===== src/design/ble_adv_data_parser_defines.svh =====
// Assertion macros for the BLE advertising data parser.
// Used by ble_adv_data_parser.sv; expects signals clk and rst in scope.
`ifndef BLE_ADV_DATA_PARSER_DEFINES_SVH
`define BLE_ADV_DATA_PARSER_DEFINES_SVH

`ifndef SYNTHESIS
`define BLEADP_ASSERT(lbl, prop, msg) \
  lbl: assert property (@(posedge clk) disable iff (rst) prop) else $error(msg);
`define BLEADP_ASSERT_RST(lbl, prop, msg) \
  lbl: assert property (@(posedge clk) prop) else $error(msg);
`else
`define BLEADP_ASSERT(lbl, prop, msg)
`define BLEADP_ASSERT_RST(lbl, prop, msg)
`endif

`endif


===== src/design/bleadp_pkg.sv =====
// Shared widths, field codes and status codes of the BLE advertising data parser.
// No dependencies.
`timescale 1ns / 1ps

package bleadp_pkg;

  localparam int BYTE_W   = 8;
  localparam int KIND_W   = 3;
  localparam int VALUE_W  = 16;
  localparam int STATUS_W = 2;

  typedef enum logic [KIND_W-1:0] {
    KIND_STATUS = 3'd0,
    KIND_FLAGS  = 3'd1,
    KIND_APPEAR = 3'd2,
    KIND_NAME   = 3'd3,
    KIND_MANUF  = 3'd4
  } kind_t;

  typedef enum logic [STATUS_W-1:0] {
    ST_OK       = 2'd0,
    ST_UNKNOWN  = 2'd1,
    ST_MISMATCH = 2'd2,
    ST_TRUNC    = 2'd3
  } status_t;

  localparam logic [BYTE_W-1:0] AD_FLAGS      = 8'h01;
  localparam logic [BYTE_W-1:0] AD_NAME_SHORT = 8'h08;
  localparam logic [BYTE_W-1:0] AD_NAME_FULL  = 8'h09;
  localparam logic [BYTE_W-1:0] AD_APPEARANCE = 8'h19;
  localparam logic [BYTE_W-1:0] AD_MANUF      = 8'hFF;

  localparam logic [BYTE_W-1:0] FLAGS_SIZE  = 8'd1;
  localparam logic [BYTE_W-1:0] APPEAR_SIZE = 8'd2;

  typedef struct packed {
    kind_t               kind;
    logic [VALUE_W-1:0]  value;
    logic                field_start;
    logic                packet_done;
    status_t             status;
  } result_t;

endpackage


===== src/design/bleadp_if.sv =====
// Request channel interfaces of the BLE advertising data parser: payload bytes in,
// parse results out. Depends on bleadp_pkg.
`timescale 1ns / 1ps

interface bleadp_byte_if import bleadp_pkg::*; ();
  logic              valid;
  logic              ready;
  logic [BYTE_W-1:0] payload_byte;
  logic              end_of_packet;

  modport source (output valid, output payload_byte, output end_of_packet, input ready);
  modport sink (input valid, input payload_byte, input end_of_packet, output ready);
endinterface

interface bleadp_result_if import bleadp_pkg::*; ();
  logic                valid;
  logic                ready;
  logic [KIND_W-1:0]   kind;
  logic [VALUE_W-1:0]  value;
  logic                field_start;
  logic                packet_done;
  logic [STATUS_W-1:0] status;

  modport source (output valid, output kind, output value, output field_start,
                  output packet_done, output status, input ready);
  modport sink (input valid, input kind, input value, input field_start,
                input packet_done, input status, output ready);
endinterface


===== src/design/ble_adv_data_parser.sv =====
// BLE advertising data parser: one payload byte per request, one byte per cycle
// while the skid entry is empty; results go to the output register or skid entry.
// The parse state machine is updated as each byte is accepted; an output register
// plus one skid entry keep input taking bytes while a result waits downstream.
// Synchronous active-high reset returns the parse state to "expect length byte"
// and empties the output register and skid entry.
// Depends on bleadp_pkg, bleadp_if and ble_adv_data_parser_defines.svh.
`timescale 1ns / 1ps
`include "ble_adv_data_parser_defines.svh"

module ble_adv_data_parser import bleadp_pkg::*; (
  input logic clk,
  input logic rst,
  bleadp_byte_if.sink     bytes,
  bleadp_result_if.source results
);

  typedef enum logic [1:0] {
    PH_LEN,
    PH_TYPE,
    PH_DATA,
    PH_IGNORE
  } phase_t;

  phase_t            phase, phase_next;
  logic [BYTE_W-1:0] bytes_left, bytes_left_next;
  kind_t             field_class, field_class_next;
  logic [BYTE_W-1:0] low_byte_hold, low_byte_hold_next;
  status_t           sticky_status, sticky_status_next;
  logic              first_pending, first_pending_next;

  result_t out_reg, skid_reg, res_next;
  logic    out_valid, skid_valid;
  logic    accept, emit, res_valid;
  logic [BYTE_W-1:0] b;
  logic    last;

  assign b      = bytes.payload_byte;
  assign last   = bytes.end_of_packet;
  assign accept = bytes.valid && bytes.ready;
  assign bytes.ready = !skid_valid;

  always_comb begin
    logic [BYTE_W-1:0] dec;
    phase_next         = phase;
    bytes_left_next    = bytes_left;
    field_class_next   = field_class;
    low_byte_hold_next = low_byte_hold;
    sticky_status_next = sticky_status;
    first_pending_next = first_pending;
    emit               = 1'b0;
    res_next.kind        = KIND_STATUS;
    res_next.value       = '0;
    res_next.field_start = 1'b0;
    res_next.packet_done = last;
    res_next.status      = ST_OK;
    dec = (bytes_left != '0) ? bytes_left - 8'd1 : bytes_left;

    unique case (phase)
      PH_LEN: begin
        if (b == '0) begin
          phase_next = PH_IGNORE;
        end else begin
          bytes_left_next = b - 8'd1;
          phase_next      = PH_TYPE;
        end
      end
      PH_TYPE: begin
        priority if (b == AD_FLAGS) begin
          field_class_next = KIND_FLAGS;
        end else if (b == AD_APPEARANCE) begin
          field_class_next = KIND_APPEAR;
        end else if (b == AD_NAME_SHORT || b == AD_NAME_FULL) begin
          field_class_next   = KIND_NAME;
          first_pending_next = 1'b1;
        end else if (b == AD_MANUF) begin
          field_class_next   = KIND_MANUF;
          first_pending_next = 1'b1;
        end else begin
          field_class_next = KIND_STATUS;
          if (sticky_status == ST_OK) begin
            sticky_status_next = ST_UNKNOWN;
          end
        end
        if ((b == AD_FLAGS && bytes_left != FLAGS_SIZE) ||
            (b == AD_APPEARANCE && bytes_left != APPEAR_SIZE)) begin
          sticky_status_next = ST_MISMATCH;
          phase_next         = PH_IGNORE;
        end else begin
          phase_next = (bytes_left == '0) ? PH_LEN : PH_DATA;
        end
      end
      PH_DATA: begin
        unique case (field_class)
          KIND_FLAGS: begin
            emit           = 1'b1;
            res_next.kind  = KIND_FLAGS;
            res_next.value = {8'd0, b};
          end
          KIND_APPEAR: begin
            if (bytes_left == APPEAR_SIZE) begin
              low_byte_hold_next = b;
            end else begin
              emit           = 1'b1;
              res_next.kind  = KIND_APPEAR;
              res_next.value = {b, low_byte_hold};
            end
          end
          KIND_NAME, KIND_MANUF: begin
            emit                 = 1'b1;
            res_next.kind        = field_class;
            res_next.value       = {8'd0, b};
            res_next.field_start = first_pending;
            first_pending_next   = 1'b0;
          end
          default: begin
          end
        endcase
        bytes_left_next = dec;
        if (dec == '0) begin
          phase_next = PH_LEN;
        end
      end
      PH_IGNORE: begin
      end
    endcase

    if (last) begin
      if (sticky_status_next != ST_MISMATCH &&
          (phase_next == PH_TYPE || phase_next == PH_DATA)) begin
        res_next.status = ST_TRUNC;
      end else begin
        res_next.status = sticky_status_next;
      end
      phase_next         = PH_LEN;
      bytes_left_next    = '0;
      field_class_next   = KIND_STATUS;
      low_byte_hold_next = '0;
      sticky_status_next = ST_OK;
      first_pending_next = 1'b0;
    end
    res_valid = accept && (emit || last);
  end

  always_ff @(posedge clk) begin
    if (rst) begin
      phase         <= PH_LEN;
      bytes_left    <= '0;
      field_class   <= KIND_STATUS;
      low_byte_hold <= '0;
      sticky_status <= ST_OK;
      first_pending <= 1'b0;
      out_valid     <= 1'b0;
      skid_valid    <= 1'b0;
    end else begin
      if (accept) begin
        phase         <= phase_next;
        bytes_left    <= bytes_left_next;
        field_class   <= field_class_next;
        low_byte_hold <= low_byte_hold_next;
        sticky_status <= sticky_status_next;
        first_pending <= first_pending_next;
      end
      if (!out_valid || results.ready) begin
        if (skid_valid) begin
          out_reg    <= skid_reg;
          out_valid  <= 1'b1;
          skid_valid <= 1'b0;
        end else begin
          out_reg   <= res_next;
          out_valid <= res_valid;
        end
      end else if (res_valid) begin
        skid_reg   <= res_next;
        skid_valid <= 1'b1;
      end
    end
  end

  assign results.valid       = out_valid;
  assign results.kind        = out_reg.kind;
  assign results.value       = out_reg.value;
  assign results.field_start = out_reg.field_start;
  assign results.packet_done = out_reg.packet_done;
  assign results.status      = out_reg.status;

  `BLEADP_ASSERT(a_skid_behind_out, skid_valid |-> out_valid, "skid entry held without output")
  `BLEADP_ASSERT(a_last_resets, (accept && last) |=> (phase == PH_LEN && sticky_status == ST_OK), "parse state not cleared after last byte")
  `BLEADP_ASSERT(a_status_only_at_end, (out_valid && !out_reg.packet_done) |-> (out_reg.status == ST_OK), "status reported before end of packet")
  `BLEADP_ASSERT(a_start_kind, (out_valid && out_reg.field_start) |-> (out_reg.kind == KIND_NAME || out_reg.kind == KIND_MANUF), "field start on wrong kind")
  `BLEADP_ASSERT_RST(a_reset_empty, rst |=> (!out_valid && !skid_valid), "result buffers not empty after reset")

endmodule

===== src/flat_wrapper.sv =====
// flat-port wrapper written by rule: the top's interface ports become plain ports
module ble_adv_data_parser_flat import bleadp_pkg::*;
  (clk, rst, bytes_valid, bytes_payload_byte, bytes_end_of_packet, bytes_ready, results_valid, results_kind, results_value, results_field_start, results_packet_done, results_status, results_ready);
  bleadp_byte_if bytes_i ();
  bleadp_result_if results_i ();
  input logic clk;
  input logic rst;
  input wire logic [$bits(bytes_i.valid)-1:0] bytes_valid;
  input wire logic [$bits(bytes_i.payload_byte)-1:0] bytes_payload_byte;
  input wire logic [$bits(bytes_i.end_of_packet)-1:0] bytes_end_of_packet;
  output wire logic [$bits(bytes_i.ready)-1:0] bytes_ready;
  output wire logic [$bits(results_i.valid)-1:0] results_valid;
  output wire logic [$bits(results_i.kind)-1:0] results_kind;
  output wire logic [$bits(results_i.value)-1:0] results_value;
  output wire logic [$bits(results_i.field_start)-1:0] results_field_start;
  output wire logic [$bits(results_i.packet_done)-1:0] results_packet_done;
  output wire logic [$bits(results_i.status)-1:0] results_status;
  input wire logic [$bits(results_i.ready)-1:0] results_ready;
  assign bytes_i.valid = bytes_valid;
  assign bytes_i.payload_byte = bytes_payload_byte;
  assign bytes_i.end_of_packet = bytes_end_of_packet;
  assign bytes_ready = bytes_i.ready;
  assign results_valid = results_i.valid;
  assign results_kind = results_i.kind;
  assign results_value = results_i.value;
  assign results_field_start = results_i.field_start;
  assign results_packet_done = results_i.packet_done;
  assign results_status = results_i.status;
  assign results_i.ready = results_ready;
  ble_adv_data_parser u_core (.clk(clk), .rst(rst), .bytes(bytes_i), .results(results_i));
endmodule

===== config.mk =====
export PLATFORM = sky130hd
export DESIGN_NAME = ble_adv_data_parser_flat
export DESIGN_NICKNAME = d
export VERILOG_FILES = /design/src/design/bleadp_pkg.sv /design/src/design/bleadp_if.sv /design/src/design/ble_adv_data_parser.sv /design/src/flat_wrapper.sv
export VERILOG_INCLUDE_DIRS = /design/src /design/src/design
export SDC_FILE = /design/constraint.sdc
export NUM_CORES = 1
export LEC_CHECK = 0
export ABC_AREA = 1
export BUFFER_PORTS_ARGS = -buffer_cell sky130_fd_sc_hd__buf_2
export CORE_MARGIN = 2
export CORE_UTILIZATION = 66
export CTS_BUF_LIST = sky130_fd_sc_hd__clkbuf_8
export DETAILED_ROUTE_END_ITERATION = 10
export PLACE_DENSITY = 0.89
export SLEW_MARGIN = 25
export SYNTH_ARGS = -nofsm -noshare
export SYNTH_HDL_FRONTEND = slang
export SYNTH_SLANG_ARGS = --single-unit
export TNS_END_PERCENT = 20

===== constraint.sdc =====
create_clock -name clk -period 7.18 [get_ports clk]
set_input_delay 1.436 -clock clk [delete_from_list [all_inputs] [get_ports clk]]
set_output_delay 1.436 -clock clk [all_outputs]
set_load 0.03 [all_outputs]

==> results.md <==
* Status: finished, final reports clean
* CTS max path bufs at 2
* Pre-antenna DRT Iters at 5
* Worst-Margin Slew at 930 ps
* Power Dens Cells at 219 mW/mm^2
* Resize count post-CTS at 0
* Part of the cycle the worst path needs at 51.3%
* Worst path cell trace: inv_1 > buf_2
* Mapped Cells at 467
* Synthesis Warnings at 0
* Clk pin slew, worst setup/hold paths at 80 ps
* Unrepaired setup endpoints after global routing: no
* GPL Wtd Cong at 0.939
* Drc violations at 0
* Vias per Instance at 5.85
* Routed wire per std cell at 15.8 um
* CORE AREA at 0.00551 sq mm
* Post-synth cell types at 33
* Crit path DAT at 2250 ps
* Syn_nets at 488
* Port Buf Inserts at 37
* Post-CTS Setup Bufs at 0
* Place WS at 3810 ps
* Vias in the first global route at 3,150
* Leakage at 1.77 nW
* Die Outline Area at 0.00630 sq mm
* Nets at 526
* All-Layer GR Usage at 31.1%
* Worst vdd rail ir drop at 0.118 mV
* Starting DRC count in detailed routing at 324
* Crit path kind: reg -> out
* Slew Viols, Final at 0
* HP Class: reg -> reg
* Final setup vio count at 0
* Rel. slew slack at 37.9%
* Post-synth EDFFs at 46
* Post-synthesis mux area share at 0%
* Final setup margin at 3500 ps
* Startpoint Class: flop
* Psw at 0.000246 W
* Diode count at 0
* Dpl hpwl at 6260 um
* Total Neg Setup Slack at 0 ps
* Initial antenna violation count at 0
* Largest net degree at the start of global routing at 29
* Clock power share at 38.2%
* Area of the mapped netlist at 0.00375 sq mm
* Maximum fanout along the worst path at 28
* Htree depth at 3
* Synth Area in Adders at 2.67%
* Final Hold Viols at 0
* Synth Area in XOR/XNOR at 0.934%
* Fraction of layout cells with a size suffix above 1 at 18.0%
* I/O pin count at 38
* Syn_area_per_cell at 8.04 sq um
* Gr ovfl total at 0
* Pint at 0.000679 W
* Chip width at 79.4 um
* Data required time of the worst path at 5740 ps
* Max Clk Rate at 272 MHz
* WL final at 9180 um
* CP Buf/Inv Count at 2
* Clock sink total at 72
* Asr flop ratio synth at 0%
* Switching Fraction at 26.6%
* Initial Utilization at 68.1%
* Min Tclk post-route at 3680 ps
* Max cap viols at 0
* Detail Route Antenna Nets at 0
* Synth Area in Compound Gates at 9.17%
* Commonest non-fill, non-tap cell in the layout: nand2_1
* Max reg flops at 23
* Crit-path leading delay family: buffers and inverters
* Die height at 79.4 um
* Area grow syn2layout at 12.6%
* CTS Hold Bufs at 0
* Rows at 27
* Top_reg_cell synth: edfxtp_1
* CTS tree: yes
* CTS Buf Count at 9
* Gate power share at 12.4%
* Sequential power share at 49.4%
* Critical Path End Type: output pin
* Skew final at 5.53 ps
* Via count at 3,404
* Worst skew pair latency at 340 ps
* Cell with the largest stage delay on the worst path: dfxtp_1
* Largest family of logic cells by synthesized area: simple AND/OR/NAND/NOR gates
* Register bit count reported by yosys at 72
* Root buffer cell: clkbuf_8
* Max incr delay on CP at 930 ps
* Sequential area share after synthesis at 50.7%
* Commonest non-fill, non-tap cells in the layout: 152 x nand2_1, 46 x edfxtp_1, 40 x inv_1
* Post-synthesis simple-gate area fraction at 30.2%
* First-pass GRT wire length at 15,100 um
[power by group through the flow]
stage               Clock (W)  Combinational, W  Sequential, W
floorplan                   0         0.0000675       0.000480
global placement            0          0.000109       0.000465
detailed placement          0          0.000112       0.000466
CTS                  0.000354          0.000113       0.000457
global route         0.000372          0.000127       0.000458
finish               0.000353          0.000115       0.000457
[cell families after synthesis]
logic type / count (synthesis)
AND/OR/NAND/NOR: 258
flip-flops: 72
buffers and inverters: 63
AO/OA/AOI/OAI: 62
adder cells (fa/ha/maj): 8
XOR/XNOR: 4
[metrics by stage]
stage                     std cells  hold slack (ps)  power, W  instance area, sq um  utilization (%)
after floorplan                 467              445  0.000547                  3750                -
after global placement          566              455  0.000574                  4000             72.6
after detailed placement        566              457  0.000578                  4000             72.6
after CTS                       582              469  0.000924                  4220             76.6
after global routing            582              492  0.000956                  4220             76.7
final                           582              473  0.000924                  4220             76.7
[metal layers]
layer	routed length (um)	part of all wire (%)	up-vias	GRT usage, %
met1	3540	39	1561	37.8
met5	0	0	-	0
met4	330	3.6	0	15.0
met3	649	7.1	40	4.75
li1	-	-	1612	-
met2	4660	51	191	54.1
[worst paths after layout]
| path | start | to | slack (ps) | cells after the start |
|---|---|---|---|---|
| max | u_core.skid_valid | bytes_ready | 3500 | 2 |
| min | u_core.low_byte_hold[3] | u_core.low_byte_hold[3] | 470 | 2 |
| max reg2reg | u_core.phase[1] | u_core.results.status[0] | 4690 | 9 |
| min reg2reg | u_core.low_byte_hold[3] | u_core.low_byte_hold[3] | 470 | 2 |
[synthesized netlist by cell type, types with 6 or more instances]
library cell  number  share of area, %
nand2_1          152                15
edfxtp_1          46                37
inv_1             39               3.9
a21oi_1           35               4.7
nand3_1           33               4.4
dfxtp_1           26                14
nor2_1            26               2.6
nor3_1            17               2.3
inv_2             12               1.2
o21ai_0           10               1.3
ha_1               8               2.7
or2_2              8               1.3
clkbuf_1           6              0.60
nand2_2            6               1.0
nand4_1            6               1.0
nor2_2             6               1.0
[cell type report]
type / count / area [sq um]
flip-flops and latches: 72 / 1900
repair buffers: 38 / 193
multi-input cells: 332 / 1620
inverters: 52 / 195
clock inverters: 7 / 96.3
fillers: 355 / 1280
well taps: 72 / 90.1
clock buffers: 9 / 124
[worst reg2reg max path: cells and delay by family, from the launching register on]
| kind | cells | cell delay, ps |
|---|---|---|
| simple gates | 6 | 980 |
| flops | 1 | 410 |
| compound gates | 1 | 270 |
| buf+inv | 2 | 580 |
(Power assumes the default switching activity.)
